## src/hw/rtl/sha512_pkg.sv

```systemverilog
package sha512_pkg;

  localparam int unsigned WordWidth = 64;
  localparam int unsigned Rounds    = 80;

  typedef logic [WordWidth-1:0] word_t;

  localparam word_t InitChain [8] = '{
    64'h6a09e667f3bcc908, 64'hbb67ae8584caa73b, 64'h3c6ef372fe94f82b, 64'ha54ff53a5f1d36f1,
    64'h510e527fade682d1, 64'h9b05688c2b3e6c1f, 64'h1f83d9abfb41bd6b, 64'h5be0cd19137e2179
  };

  localparam word_t RoundK [80] = '{
    64'h428a2f98d728ae22, 64'h7137449123ef65cd, 64'hb5c0fbcfec4d3b2f, 64'he9b5dba58189dbbc,
    64'h3956c25bf348b538, 64'h59f111f1b605d019, 64'h923f82a4af194f9b, 64'hab1c5ed5da6d8118,
    64'hd807aa98a3030242, 64'h12835b0145706fbe, 64'h243185be4ee4b28c, 64'h550c7dc3d5ffb4e2,
    64'h72be5d74f27b896f, 64'h80deb1fe3b1696b1, 64'h9bdc06a725c71235, 64'hc19bf174cf692694,
    64'he49b69c19ef14ad2, 64'hefbe4786384f25e3, 64'h0fc19dc68b8cd5b5, 64'h240ca1cc77ac9c65,
    64'h2de92c6f592b0275, 64'h4a7484aa6ea6e483, 64'h5cb0a9dcbd41fbd4, 64'h76f988da831153b5,
    64'h983e5152ee66dfab, 64'ha831c66d2db43210, 64'hb00327c898fb213f, 64'hbf597fc7beef0ee4,
    64'hc6e00bf33da88fc2, 64'hd5a79147930aa725, 64'h06ca6351e003826f, 64'h142929670a0e6e70,
    64'h27b70a8546d22ffc, 64'h2e1b21385c26c926, 64'h4d2c6dfc5ac42aed, 64'h53380d139d95b3df,
    64'h650a73548baf63de, 64'h766a0abb3c77b2a8, 64'h81c2c92e47edaee6, 64'h92722c851482353b,
    64'ha2bfe8a14cf10364, 64'ha81a664bbc423001, 64'hc24b8b70d0f89791, 64'hc76c51a30654be30,
    64'hd192e819d6ef5218, 64'hd69906245565a910, 64'hf40e35855771202a, 64'h106aa07032bbd1b8,
    64'h19a4c116b8d2d0c8, 64'h1e376c085141ab53, 64'h2748774cdf8eeb99, 64'h34b0bcb5e19b48a8,
    64'h391c0cb3c5c95a63, 64'h4ed8aa4ae3418acb, 64'h5b9cca4f7763e373, 64'h682e6ff3d6b2b8a3,
    64'h748f82ee5defb2fc, 64'h78a5636f43172f60, 64'h84c87814a1f0ab72, 64'h8cc702081a6439ec,
    64'h90befffa23631e28, 64'ha4506cebde82bde9, 64'hbef9a3f7b2c67915, 64'hc67178f2e372532b,
    64'hca273eceea26619c, 64'hd186b8c721c0c207, 64'heada7dd6cde0eb1e, 64'hf57d4f7fee6ed178,
    64'h06f067aa72176fba, 64'h0a637dc5a2c898a6, 64'h113f9804bef90dae, 64'h1b710b35131c471b,
    64'h28db77f523047d84, 64'h32caab7b40c72493, 64'h3c9ebe0a15c9bebc, 64'h431d67c49c100d4c,
    64'h4cc5d4becb3e42b6, 64'h597f299cfc657e2a, 64'h5fcb6fab3ad6faec, 64'h6c44198c4a475817
  };

  function automatic word_t rotr(word_t x, int unsigned n);
    return (x >> n) | (x << (WordWidth - n));
  endfunction

endpackage

```

## src/hw/rtl/sha512_sched.sv

```systemverilog
module sha512_sched (
  input  logic               clk_i,
  input  logic               load_i,
  input  logic               shift_i,
  input  logic [3:0]         load_idx_i,
  input  sha512_pkg::word_t  load_word_i,
  output sha512_pkg::word_t  w_o
);

  sha512_pkg::word_t win_q [16];
  sha512_pkg::word_t s0, s1, nxt;

  always_comb begin
    s0  = sha512_pkg::rotr(win_q[1], 1) ^ sha512_pkg::rotr(win_q[1], 8) ^ (win_q[1] >> 7);
    s1  = sha512_pkg::rotr(win_q[14], 19) ^ sha512_pkg::rotr(win_q[14], 61) ^ (win_q[14] >> 6);
    nxt = win_q[0] + s0 + win_q[9] + s1;
  end

  assign w_o = win_q[0];

  always_ff @(posedge clk_i) begin
    if (load_i) begin
      win_q[load_idx_i] <= load_word_i;
    end else if (shift_i) begin
      for (int i = 0; i < 15; i++) begin
        win_q[i] <= win_q[i+1];
      end
      win_q[15] <= nxt;
    end
  end

endmodule

```

## config.mk

```make
export PLATFORM = sky130hd
export DESIGN_NAME = sha512_sched
export DESIGN_NICKNAME = d
export VERILOG_FILES = /design/src/hw/rtl/sha512_pkg.sv /design/src/hw/rtl/sha512_sched.sv
export SDC_FILE = /design/constraint.sdc
export NUM_CORES = 2
export LEC_CHECK = 0
export BUFFER_PORTS_ARGS = -buffer_cell sky130_fd_sc_hd__buf_2
export CAP_MARGIN = 20
export CORE_ASPECT_RATIO = 0.75
export CORE_MARGIN = 2
export CORE_UTILIZATION = 26
export DETAILED_ROUTE_END_ITERATION = 10
export PLACE_DENSITY = 0.38
export SLEW_MARGIN = 20
export SYNTH_ARGS = -nofsm -noshare
export SYNTH_HDL_FRONTEND = slang
export SYNTH_SLANG_ARGS = --single-unit
export TNS_END_PERCENT = 10
```

## constraint.sdc

```tcl
create_clock -name clk_i -period 11.1 [get_ports clk_i]
set_input_delay 3.33 -clock clk_i [delete_from_list [all_inputs] [get_ports clk_i]]
set_output_delay 3.33 -clock clk_i [all_outputs]
set_load 0.01 [all_outputs]
```

-- Yosys cells after proc, flatten, opt, wreduce, memory -nomap -nowiden
Memory sizes are Yosys's and may differ from the RTL's.
Index checks and enable logic that the tools add are counted.
- word-level logic and storage cells: 21
- bits in writable memories: 1024
- flip-flop bits (word level): 0
- output and inout bits: 64
- memories kept: 1
- memories (memory ; depth ; width ; read ports ; clocked after memory_dff ; write ports ; RTL line ; text):
    win_q ; 16 ; 64 ; 16 ; 0 ; 16 ; sha512_sched.sv:10 ; sha512_pkg::word_t win_q [16];
- bitwise gates (word level): 8
- reductions and logical operators: 1
- add/subtract/negate cells: 3
- multiplexer cells: 8
- operators with widths (cell ; count):
    64-bit adder ; 3
    64-bit XOR ; 2
    64-bit two-way mux ; 1
    3-bit by 64-bit OR with 64-bit output ; 1
    45-bit by 64-bit OR with 64-bit output ; 1
    56-bit by 64-bit OR with 64-bit output ; 1
    63-bit by 64-bit OR with 64-bit output ; 1
    64-bit OR reduction ; 1
    64-bit by 57-bit XOR with 64-bit output ; 1
    64-bit by 58-bit XOR with 64-bit output ; 1
    1-bit two-way mux ; 6
    4-bit two-way mux ; 1

-- Logic depth before layout (Yosys ltp)
- depth after elaboration: 6
- gate-level depth with buffers: 18
- mapped depth without buffers: 18

-- Least setup slack after synthesis
OpenSTA, ideal clock, no wires.
- path type: input-to-reg
- from: input port load_idx_i[2]
- to: memory win_q[3][0] in the netlist's numbering, enable pin
- setup slack: 2361 ps
- stages: 2
- required time: 10526 ps
- path buffers: 0
- arrival time: 8165 ps
- path through: or2_2 > o21ai_0
- RTL lines (item ; RTL line ; text):
    from (decl) ; sha512_sched.sv:5 ; input logic [3:0] load_idx_i,
    to (decl) ; sha512_sched.sv:10 ;

==> impl.org <==
** Critical path
- Nature of the critical path endpoint :: flop
- The setup check on the worst reg-to-reg path leaves a slack of 5.33 ns.
- Setup crit start kind :: flop
- Launch instance of the worst register-to-register path :: win_q[14][20]
- At the worst endpoint, the required time is 11.63 ns.
- Critical path start-end classification :: flop to flop
- The worst register-to-register path ends at win_q[15][39].
- At the worst endpoint, the arrival time is 6.30 ns.
- Depth of the worst register-to-register path :: 18
- Maximum fanout encountered on the critical timing path :: 4

** Timing
- Max-slew violations :: 0
- Period Utilization, post-route :: 0.520
- The final count of hold timing violations is 0.
- For this run, the top clock speed supported by timing is approximately 0.17 GHz.
- # setup viols final :: 0
- In the final timing run, aggregate negative setup slack is 0 ns.
- Worst setup skew after layout :: 0.0700 ns
- Setup repair after global routing left no endpoint under its margin.
- Fin crit period :: 5.77 ns
- Fin worst setup slack :: 5.33 ns
- Headroom to the max-slew limit came out at 0.251.
- Slew at the pin closest to its max-slew limit :: 1.12 ns

** Place
- Last weighted congestion value of the routability-driven placer :: ~0.81
- The count of buffers added on input and output ports is between 100 and 150.
- Half-perimeter wire length of the detailed placement result :: 104000 microns
- Instance area at placement :: 0.0527 sq mm
- Worst setup slack after placement :: 4.38 ns

** GRT
- For this run, the total global-route usage over all layers was measured as 0.157.
- First-pass GRT wire length :: 219000 microns
- Entering global routing, the biggest net connects ~160 pins.
- The number of antenna violations at the first check in global routing was 8.
- The number of global-route vias before repair is 28.4k.
- Global routing finished with a remaining overflow of 0.

** Cells and area
- The largest registers in the layout are win_q (1024).
- Counting the fill cells in the layout gives 19.2k.
- From synthesis to final layout, the design area changed by 13.3%.
- The multi-input combinational cells in the finished layout cover a total of roughly 0.017 sq mm.
- The register with the most flip-flops in the layout has 1024 of them.
- Across the whole layout, storage elements account for about 0.03 sq mm.
- The net count of the finished layout is 3852.
- In the final layout, the share of cells above drive strength 1 is 0.102.
- More flip-flops sit in one register than any other, and that register is win_q.
- Summing all non-filler instances in the final layout gives an area of 0.0561 sq mm.

** Synthesis
- Count of synthesis-stage warnings from yosys :: 0
- Post-synthesis cell type count :: 80
- In the synthesized netlist, the number of instances is 3580.
- Area share of the largest cell type after synthesis :: 0.621
- The largest total area in the synthesized netlist belongs to edfxtp_1.
- Among all flip-flop cells after synthesis, the most frequent one is edfxtp_1.
- Syn Nets :: 3840
- Register bit total from synthesis :: between 1k and 1.5k
- In the synthesized netlist the async set-or-reset flop fraction comes to 0.
- Synthesized area :: 0.0495 sq mm
- Sequential fraction of the synthesis area :: 0.621
- By instance count, the leading cell after synthesis is edfxtp_1.
- Count of flip-flops with a built-in enable after synthesis :: between 1k and 1.5k
- Post-Synthesis Mean Instance Area :: 13.8 sq um
- By area the synthesized netlist is led by edfxtp_1, a21o_1, fa_1.
- Commonest cells in the synthesized netlist :: edfxtp_1, a21o_1, inv_1

** Worst hold path
- The worst hold path belongs to the class flop to flop.
- Origin of the worst min-delay path :: win_q[3][4]
- Destination of the worst hold path :: win_q[2][4]
- Counting instances, the worst hold path has a depth of 1.

** Routing
- Detailed-route wire length per cell :: 24.8 microns
- Antenna-violating nets left :: 0
- In the routed layout, each cell is associated on average with a via count of 4.58.
- The first routing iteration left 2334 violations.
- DRC violations left :: 0
- Count of vias placed by the detailed router :: 28.4k
- For this run, the detailed router's first-pass iteration total came to 5.
- Routed Wire Length :: 153000 microns

** Power
- Dividing total power by cell area gives a power density of 215 mW/mm^2.
- Leakage power total :: around 24 nW
- VDD sags by at most 0.134 mV.

** Clock tree
- After clock tree synthesis, the repair step resized 0 gates.
- Buffers added to address setup during post-CTS repair amount to 0.
- In this run the deepest clock path goes through 3 buffers.
- Total number of H-tree levels :: 3
- After clock tree synthesis, the clock-pin slew on the worst setup and hold paths is roughly 0.060 ns.
- The number of hold buffers added after CTS was 0.
- TritonCTS clock tree :: yes
- For this design, the sink count on the clock tree is just over 1k.
- Later-pin clock latency in the skew report :: 0.78 ns
- Root cell of the clock tree :: clkbuf_16
- Buffers inserted during clock tree synthesis total about 110.

** Die
- The initial utilization of the core area, before any placement, comes to 0.262.
- The die is 382 microns tall.
- 135 I/O pins were placed.
- Core Region :: 0.189 sq mm
- Die boundary width :: 508 microns
- The floorplan step defined a die boundary enclosing 0.194 sq mm.
- Num rows :: 138

** Run status
- Run status :: finished, final reports clean

** Job
- Number of max-cap violations :: 0
## stage by stage
stage	power [mW]	utilization	hold slack, ns	cells
2_1_floorplan	7.46	-	0.492	3580
3_3_place_gp	8.58	0.279	0.496	6001
3_5_place_dp	8.55	0.279	0.501	6001
4_1_cts	12.2	0.297	0.466	6197
5_1_grt	12.7	0.297	0.502	6198
6_report	12.1	0.297	0.477	6199
## metal layers
metal | share of wire | routed length (microns) | track usage | vias to the layer above
li1 | - | - | - | 12900
met1 | 0.53 | 81100 | 0.251 | 14900
met2 | 0.42 | 64000 | 0.223 | 495
met3 | 0.042 | 6440 | 0.0234 | 141
met4 | 0.012 | 1880 | 0.0238 | 0
met5 | 0 | 0 | 0 | -
## cell type report
type,instances,share of cell area
antenna,2,0.0000893
clock buffer,136,0.0508
clock inverter,60,0.00928
inverter,275,0.0184
multi-input combinational,2010,0.299
sequential,1024,0.549
tap,2520,0.0562
timing repair buffer,172,0.0175
## placed cells by master (no fill, tap or decap), types with 8 or more instances in the layout
cell type / netlist / layout
a21o_1: 1019 / 1019
a21oi_1: 72 / 72
a31oi_1: 11 / 11
and2_1: 68 / 68
and3_1: 10 / 10
buf_2: 3 / 134
buf_4: 3 / 36
clkbuf_1: 248 / 26
clkbuf_16: 0 / 110
clkinv_1: 0 / 28
clkinv_2: 0 / 15
edfxtp_1: 1024 / 1024
fa_1: 126 / 126
ha_1: 63 / 63
inv_1: 275 / 275
nand2_1: 91 / 91
nand3_1: 14 / 14
nand4_1: 13 / 13
nor2_1: 34 / 34
nor2b_1: 9 / 8
nor3_1: 8 / 8
o21ai_0: 54 / 38
o21ai_4: 0 / 16
o21bai_1: 15 / 15
xnor2_1: 272 / 272
xor2_1: 29 / 29
## worst max-delay path, cell delays in order (launching register included)
cell	delay, ns
edfxtp_1	0.59
xnor2_1	0.24
xnor2_1	0.37
fa_1	0.48
inv_1	0.08
fa_1	0.42
inv_1	0.07
ha_1	0.20
inv_1	0.08
fa_1	0.46
nor2b_1	0.21
o211a_1	0.27
o2111ai_1	0.31
a211oi_1	0.61
nor2_1	0.25
o21ai_1	0.29
a21boi_0	0.16
xnor2_1	0.22
a21o_1	0.21
## logic make-up after synthesis
| family | Yosys count | share of synthesized area |
|---|---|---|
| xor gates and xnor gates | 301 | 0.0533 |
| AOI/OAI and AO/OA | 1245 | 0.186 |
| DFF | 1024 | 0.621 |
| buffers and inverters | 546 | 0.0436 |
| and+or+nand+nor | 275 | 0.0287 |
| adders and majority gates | 189 | 0.0669 |
## how the worst max path moves through the flow
stage                          endpoint     startpoint  slack (ns)  depth (start not counted)
after CTS                  win_q[2][10]         load_i        5.17                          5
after global placement     win_q[7][46]         load_i        4.45                          5
after floorplan             win_q[3][0]  load_idx_i[2]        2.36                          2
after detailed placement   win_q[3][47]         load_i        4.38                          5
final                     win_q[15][39]  win_q[14][20]        5.33                         18
after global routing      win_q[15][39]  win_q[14][20]        5.03                         18
## report_power, final
| group | total [mW] | internal [mW] | switching (mW) |
|---|---|---|---|
| registers | 4.79 | 4.61 | 0.179 |
| logic | 3.70 | 1.37 | 2.34 |
| clock network | 3.57 | 1.94 | 1.63 |
| total | 12.1 | 7.91 | 4.15 |
(Power assumes the default switching activity.)
